`src/rtl/tab_pkg.sv`:
```
package tab_pkg;

    localparam int MAX_WIDTH_DEF  = 512;
    localparam int MAX_HEIGHT_DEF = 1024;

    // Pixel layouts selected by the format register.
    typedef enum logic [1:0] {
        FMT_RGBA5551 = 2'd0,
        FMT_IA8      = 2'd1,
        FMT_IA4      = 2'd2,
        FMT_RAW      = 2'd3
    } fmt_t;

    // Configuration register indexes.
    localparam logic [1:0] CFG_FORMAT = 2'd0;
    localparam logic [1:0] CFG_WIDTH  = 2'd1;
    localparam logic [1:0] CFG_HEIGHT = 2'd2;

    // Item kinds carried on the input tuser.
    localparam logic OP_PIXEL = 1'b0;
    localparam logic OP_FLUSH = 1'b1;

    // Neighbor offset codes along one axis.
    localparam logic [1:0] POS_LO  = 2'd0;
    localparam logic [1:0] POS_MID = 2'd1;
    localparam logic [1:0] POS_HI  = 2'd2;

    // Read sequence: nine window reads, the center being the fifth.
    localparam logic [3:0] CENTER_STEP = 4'd4;
    localparam logic [3:0] LAST_STEP   = 4'd9;

    typedef enum logic [1:0] {
        ST_IDLE,
        ST_READ,
        ST_FINISH
    } state_t;

    // Opaque neighbor count and per-channel color sums.
    typedef struct packed {
        logic [3:0] n;
        logic [7:0] s0;
        logic [7:0] s1;
        logic [7:0] s2;
    } acc_t;

    function automatic logic [15:0] fmt_mask(input fmt_t f);
        logic [15:0] m;
        unique case (f)
            FMT_IA8: m = 16'h00FF;
            FMT_IA4: m = 16'h000F;
            default: m = 16'hFFFF;
        endcase
        return m;
    endfunction

    function automatic logic is_opaque(input fmt_t f, input logic [15:0] q);
        return (f == FMT_IA8) ? (|q[3:0]) : q[0];
    endfunction

    // Ceiling of 2^16 / n; exact floor quotients for numerators below 512.
    function automatic logic [16:0] recip(input logic [3:0] n);
        logic [16:0] r;
        unique case (n)
            4'd1:    r = 17'd65536;
            4'd2:    r = 17'd32768;
            4'd3:    r = 17'd21846;
            4'd4:    r = 17'd16384;
            4'd5:    r = 17'd13108;
            4'd6:    r = 17'd10923;
            4'd7:    r = 17'd9363;
            4'd8:    r = 17'd8192;
            default: r = 17'd0;
        endcase
        return r;
    endfunction

    function automatic logic [4:0] rmean(input logic [7:0] sum, input logic [3:0] n);
        logic [8:0]  x;
        logic [25:0] prod;
        x    = {1'b0, sum} + {6'b0, n[3:1]};
        prod = 26'(x) * 26'(recip(n));
        return prod[20:16];
    endfunction

endpackage

```
`src/rtl/tab_recolor.sv`:
```
module tab_recolor
    import tab_pkg::*;
(
    input  fmt_t        fmt,
    input  logic [15:0] center,
    input  acc_t        acc,
    output logic [15:0] pixel
);

    logic [4:0] m0;
    logic [4:0] m1;
    logic [4:0] m2;

    assign m0 = rmean(acc.s0, acc.n);
    assign m1 = rmean(acc.s1, acc.n);
    assign m2 = rmean(acc.s2, acc.n);

    always_comb
    begin
        if (fmt == FMT_RAW || is_opaque(fmt, center) || acc.n == 4'd0)
        begin
            pixel = center;
        end
        else
        begin
            unique case (fmt)
                FMT_RGBA5551: pixel = {m0, m1, m2, 1'b0};
                FMT_IA8:      pixel = {8'd0, m0[3:0], 4'd0};
                default:      pixel = {12'd0, m0[2:0], 1'b0};
            endcase
        end
    end

endmodule

```
`config.mk`:
```
export PLATFORM = sky130hd
export DESIGN_NAME = tab_recolor
export DESIGN_NICKNAME = d
export VERILOG_FILES = /design/src/rtl/tab_pkg.sv /design/src/rtl/tab_recolor.sv
export SDC_FILE = /design/constraint.sdc
export NUM_CORES = 1
export LEC_CHECK = 0
export BUFFER_PORTS_ARGS = -buffer_cell sky130_fd_sc_hd__buf_2
export CORE_MARGIN = 1.5
export CORE_UTILIZATION = 40
export DETAILED_ROUTE_END_ITERATION = 8
export PLACE_DENSITY_LB_ADDON = 0.08
export SLEW_MARGIN = 5
export SYNTH_ARGS = -nofsm -noshare
export SYNTH_HDL_FRONTEND = slang
export SYNTH_SLANG_ARGS = --single-unit
export TNS_END_PERCENT = 5
```
`constraint.sdc`:
```
create_clock -name vclk -period 9.3
set_clock_uncertainty 0.05 [all_clocks]
set_input_delay 0.465 -clock vclk [all_inputs]
set_output_delay 0.465 -clock vclk [all_outputs]
set_load 0.005 [all_outputs]
```
* Word-level counts from Yosys, hierarchy flattened
Memories as Yosys holds them, arrays and structs flattened.
Index checks and enable logic that the tools add are counted.
** Word-level totals
- Bits in registers :: 0
- Memory bits (read-only) :: 816
- Input bits :: 46
- Output and inout port bits :: 16
- Word-level logic and storage cells :: 19
- Memories :: 3
** Memory list
- (name not given) :: depth 16, width 17, rd ports 1, clocked after memory_dff 0, write ports 0, line tab_pkg.sv:63 : unique case (n)
- (name not given) :: depth 16, width 17, rd ports 1, clocked after memory_dff 0, write ports 0, line tab_pkg.sv:63
- (name not given) :: depth 16, width 17, rd ports 1, clocked after memory_dff 0, write ports 0, line tab_pkg.sv:63
** Operators by class
- $add $sub $neg :: 3
- Multiply operators :: 3
- Equal/unequal tests :: 2
- Muxes and demuxes :: 3
- Reduce and logical (&&, ||, !) cells :: 5
** Operator list (number)
- multiplier 9 x 17 -> 21 bit :: 3
- one-hot mux 16 bit (2 select lines) :: 1
- adder 8 x 3 -> 9 bit :: 3
- 2-to-1 mux 16 bit :: 1
- zero test 4 bit :: 1
- OR reduction 4 bit :: 1
- equality test 2 x 1 -> 1 bit (second input constant) :: 1
- equality test 2 bit (second input constant) :: 1
- zero test 2 bit :: 1
- logical OR 1 bit :: 2
- 2-to-1 mux 1 bit :: 1

* Depth between registers and ports, before layout
- Depth after elaboration :: 5
- Gate-level depth with buffers :: 25
- Gate-level depth less buffers :: 25

* Worst setup path before layout
OpenSTA, ideal clock, no wires.
- Kind :: input to output
- From :: input port acc[26] (netlist name)
- To :: output port pixel[3]
- Data arrival time :: 5.853 ns
- Data required time :: 8.785 ns
- Setup slack :: 2.932 ns
- Stages :: 23
- Cell sequence :: clkbuf_1 -> inv_1 -> fa_1 -> nor2b_1 -> o21ai_0 -> xor2_1 -> clkbuf_1 -> nor2_1 -> fa_1 -> fa_1 -> fa_1 -> inv_1 -> fa_1 -> inv_1 -> ha_1 -> a211oi_1 -> o21ai_0 -> o211ai_1 -> nand3b_1 -> a311oi_1 -> xnor2_1 -> a22oi_1 -> o21ai_0
** On the way
- Longest elaborated chain between the ends :: 4
- Elaborated cells on any way between the ends :: 10
- Those cells by class :: add/sub: 2; mul: 2; mux: 2; reduce/logical: 2; memory: 2
** Ends and longest elaborated chain
- start: declaration :: line tab_recolor.sv:6 : input acc_t acc,
- adder 8 x 3 -> 9 bit / memory (16 x 17 bit) (equally long branches)
- multiplier 9 x 17 -> 21 bit :: line tab_pkg.sv:81 : prod = 26'(x) * 26'(recip(n));
- one-hot mux 16 bit (2 select lines) :: line tab_recolor.sv:26 : unique case (fmt)
- 2-to-1 mux 16 bit (*) :: line tab_recolor.sv:20 : if (fmt == FMT_RAW || is_opaque(fmt, center) || acc.n == 4'd0)
- end: declaration :: line tab_recolor.sv:7 : output logic [15:0] pixel
Mark *: on every way between the ends. The rest lies on a longest branch, timed or not.

* Worst setup path after layout
- From :: input port acc[26] (netlist name)
- To :: output port pixel[4]
Same word-level chain as after synthesis.

==> impl_metrics.csv <==
group,metric,value,unit
outcome,run_status,"finished, final reports clean",
sta,fmax,126.6,MHz
synth,yosys_top_cell_area_share,0.5099,
synth,synth_fp_nets,1781,
floorplanning,chipWidth,172.9,um
route,finalWirelength,33150,um
synth,yosysUniqueCellTypes,55,
grt,grt_pass1_vias,9441,
route,met1_length,15590,um
sta,grt_setup_unrepaired,"false",
grt,antenna_found_initial,0,
sta,maxSlewViolCount,0,
floorplanning,die-height,172.9,um
hold_path,hp-class,"in2out",
hold_path,min_delay_path_depth,2,
cells_and_area,sequential_cell_total,0,
sta,worstMarginPinSlew,1.171,ns
floorplanning,initial_utilization,0.4043,
sta,relSlewSlack,0.2168,
floorplanning,die-area,29880,um2
place,dpl-instance-area,12250,um2
synth,area_contributors_post_synth,"sky130_fd_sc_hd__fa_1 (51%), sky130_fd_sc_hd__inv_1 (13%), sky130_fd_sc_hd__ha_1 (9.9%), sky130_fd_sc_hd__nor2_1 (4.8%), sky130_fd_sc_hd__nand2_1 (3.8%)",
synth,synth-seq-area-share,0,
cells_and_area,design_area,12250,um2
cts,cts_resized,0,
worst_setup_path,worst_setup_path_start_kind,"input port",
grt,grt_usage,0.2334,
worst_setup_path,worst_path_required,8.79,ns
route,drt_iter0_markers,456,
job,max_cap_viol_count,0,
place,routabilityCongestion,0.8552,
worst_setup_path,cp.arrival,7.38,ns
cts,holdBufCountCts,0,
synth,syn_inst,1350,
cells_and_area,layout.filler_cells,3019,
grt,grt-ovfl-total,0,
grt,first_pass_grt_wire_length,53870,um
power_and_ir_drop,vdd.ir_drop.worst,0.03321,mV
cells_and_area,register_area,0,um2
route,route.detailed.wl_per_inst,18.78,um
power_and_ir_drop,power.total,671.9,uW
worst_setup_path,critPathCaptureType,"output port",
cts,postCtsSetupRepairBufs,0,
route,met2WireLength,15320,um
place,dp_hpwl,29150,um
route,ant_nets,0,
synth,avgSynthCellArea,8.550,um2
floorplanning,fp.coreArea,28550,um2
sta,layout_min_cycle_time,7.896,ns
cells_and_area,area_growth,6.124,%
route,vias,8596,
synth,synth_warnings,0,
route,post_drt_via_cell_ratio,4.870,
power_and_ir_drop,power.leakage,6.807,nW
place,port-buffer-count,62,
cells_and_area,num_antenna_cells,0,
grt,maximum_number_of_pins_on_one_net_before_global_route_repair,25,
worst_setup_path,timing.setup.critical_path_class,"in2out",
worst_setup_path,timing.critical_path.fanout_max,18,
synth,synthDominantAreaCellType,"sky130_fd_sc_hd__fa_1",
sta,post-route-period-util,0.8490,
power_and_ir_drop,power_density,54.85,nW/um2
sta,finalHoldViolCount,0,
route,drt_first_pass_iters,5,
sta,report.final.setup_viol,0,
route,routed-wl-met3,1715,um
route,routed.top_layer,"met4",
cells_and_area,finish.net_count,1814,
floorplanning,placement_rows,62,
sta,finalSetupTns,0,ns
cells_and_area,clock_buffer_count,0,
cells_and_area,drive_above_1_share,0.06589,
route,remaining_drc_errors,0,
cells_and_area,utilization,0.4291,
synth,synthesis.area,11540,um2
floorplanning,floorplan.io_pins,62,
-- path summary, 6_finish.rpt --
| kind | startpoint | endpoint | slack (ns) |
|---|---|---|---|
| worst max-delay path | acc[26] | pixel[4] | 1.40 |
| worst min-delay path | center[0] | pixel[0] | 1.11 |
-- Yosys cell counts, types with 2 or more instances --
| cell | instances |
|---|---|
| sky130_fd_sc_hd__fa_1 | 294 |
| sky130_fd_sc_hd__nand4_1 | 6 |
| sky130_fd_sc_hd__a31oi_1 | 2 |
| sky130_fd_sc_hd__or3_1 | 3 |
| sky130_fd_sc_hd__o21ai_0 | 17 |
| sky130_fd_sc_hd__xnor2_1 | 36 |
| sky130_fd_sc_hd__nand3_1 | 5 |
| sky130_fd_sc_hd__xor2_1 | 20 |
| sky130_fd_sc_hd__nor4_1 | 4 |
| sky130_fd_sc_hd__nor2b_1 | 4 |
| sky130_fd_sc_hd__nand3b_1 | 3 |
| sky130_fd_sc_hd__xnor3_1 | 3 |
| sky130_fd_sc_hd__nor3_1 | 5 |
| sky130_fd_sc_hd__nand2b_1 | 35 |
| sky130_fd_sc_hd__a211oi_1 | 2 |
| sky130_fd_sc_hd__a22oi_1 | 3 |
| sky130_fd_sc_hd__a21o_1 | 10 |
| sky130_fd_sc_hd__o211ai_1 | 3 |
| sky130_fd_sc_hd__o22ai_1 | 4 |
| sky130_fd_sc_hd__and3b_1 | 2 |
| sky130_fd_sc_hd__nor2_1 | 148 |
| sky130_fd_sc_hd__nand2_1 | 116 |
| sky130_fd_sc_hd__a22o_1 | 8 |
| sky130_fd_sc_hd__a21oi_1 | 39 |
| sky130_fd_sc_hd__or2_2 | 10 |
| sky130_fd_sc_hd__nand4b_1 | 2 |
| sky130_fd_sc_hd__ha_1 | 91 |
| sky130_fd_sc_hd__and3_1 | 6 |
| sky130_fd_sc_hd__and2_1 | 5 |
| sky130_fd_sc_hd__inv_1 | 399 |
| sky130_fd_sc_hd__clkbuf_1 | 40 |
| sky130_fd_sc_hd__a32o_1 | 2 |
-- worst max-delay path, stage by stage --
cell,delay (ns)
sky130_fd_sc_hd__buf_2,0.32
sky130_fd_sc_hd__inv_1,0.24
sky130_fd_sc_hd__fa_1,0.52
sky130_fd_sc_hd__nor2b_1,0.28
sky130_fd_sc_hd__o21ai_0,0.15
sky130_fd_sc_hd__xor2_1,0.92
sky130_fd_sc_hd__nor2_1,0.32
sky130_fd_sc_hd__fa_1,0.53
sky130_fd_sc_hd__fa_1,0.51
sky130_fd_sc_hd__inv_1,0.05
sky130_fd_sc_hd__fa_1,0.52
sky130_fd_sc_hd__inv_1,0.05
sky130_fd_sc_hd__fa_1,0.44
sky130_fd_sc_hd__ha_1,0.32
sky130_fd_sc_hd__nand4b_1,0.12
sky130_fd_sc_hd__nor4_1,0.06
sky130_fd_sc_hd__o21ai_0,0.24
sky130_fd_sc_hd__nand3b_1,0.28
sky130_fd_sc_hd__a311oi_1,0.48
sky130_fd_sc_hd__o21ba_2,0.19
sky130_fd_sc_hd__xnor2_1,0.13
sky130_fd_sc_hd__a21o_1,0.13
sky130_fd_sc_hd__buf_2,0.11
-- cell families (layout without fill, tap and decap cells) --
kind of cell    after synthesis  after routing  share of synthesized area
compound gates              107            107                    0.06027
xor+xnor                     60             60                    0.04976
fa+ha+maj                   385            385                     0.6086
buf+inv                     441            472                     0.1442
simple gates                357            357                     0.1372
-- power breakdown --
part           internal [mW]  switching [mW]
registers                  0               0
clock network              0               0
logic                  0.256           0.416
-- metrics by stage --
| stage | hold WS (ns) | instances | worst slack (ns) |
|---|---|---|---|
| finish | 1.114 | 1765 | 1.404 |
| global route | 1.119 | 1765 | 0.9038 |
| CTS | 1.110 | 1765 | 1.413 |
| detailed placement | 1.109 | 1765 | 1.443 |
| global placement | 1.114 | 1765 | 1.536 |
| floorplan | 0.9594 | 1350 | 2.932 |
-- cell type report --
type               count  area (um2)  area share
inverters            399        1498      0.1223
multi-input cells    909        9878      0.8064
well taps            384       480.5     0.03922
repair buffers        73       392.9     0.03207
-- per-layer routing --
metal / GRT usage / vias to the layer above
met3: 0.01671 / 28
met2: 0.3824 / 266
met1: 0.3483 / 4305
met4: 0.03152 / 0
met5: 0 / -
li1: - / 3997
-- layout by cell type (no fill, tap or decap), drive strengths merged, types with 5 or more instances in the layout --
cell type and count:
nand4 6, o21ai 19, nand3 5, buf 73
xor2 20, xnor2 37, fa 294, ha 91
nor2 148, a22o 8, a21o 10, nand2 116
inv 399, and2 5, or2 10, o22ai 5
nand2b 35, and3 6, a21oi 40, nor3 5
Power figures use the tool's default switching activity.
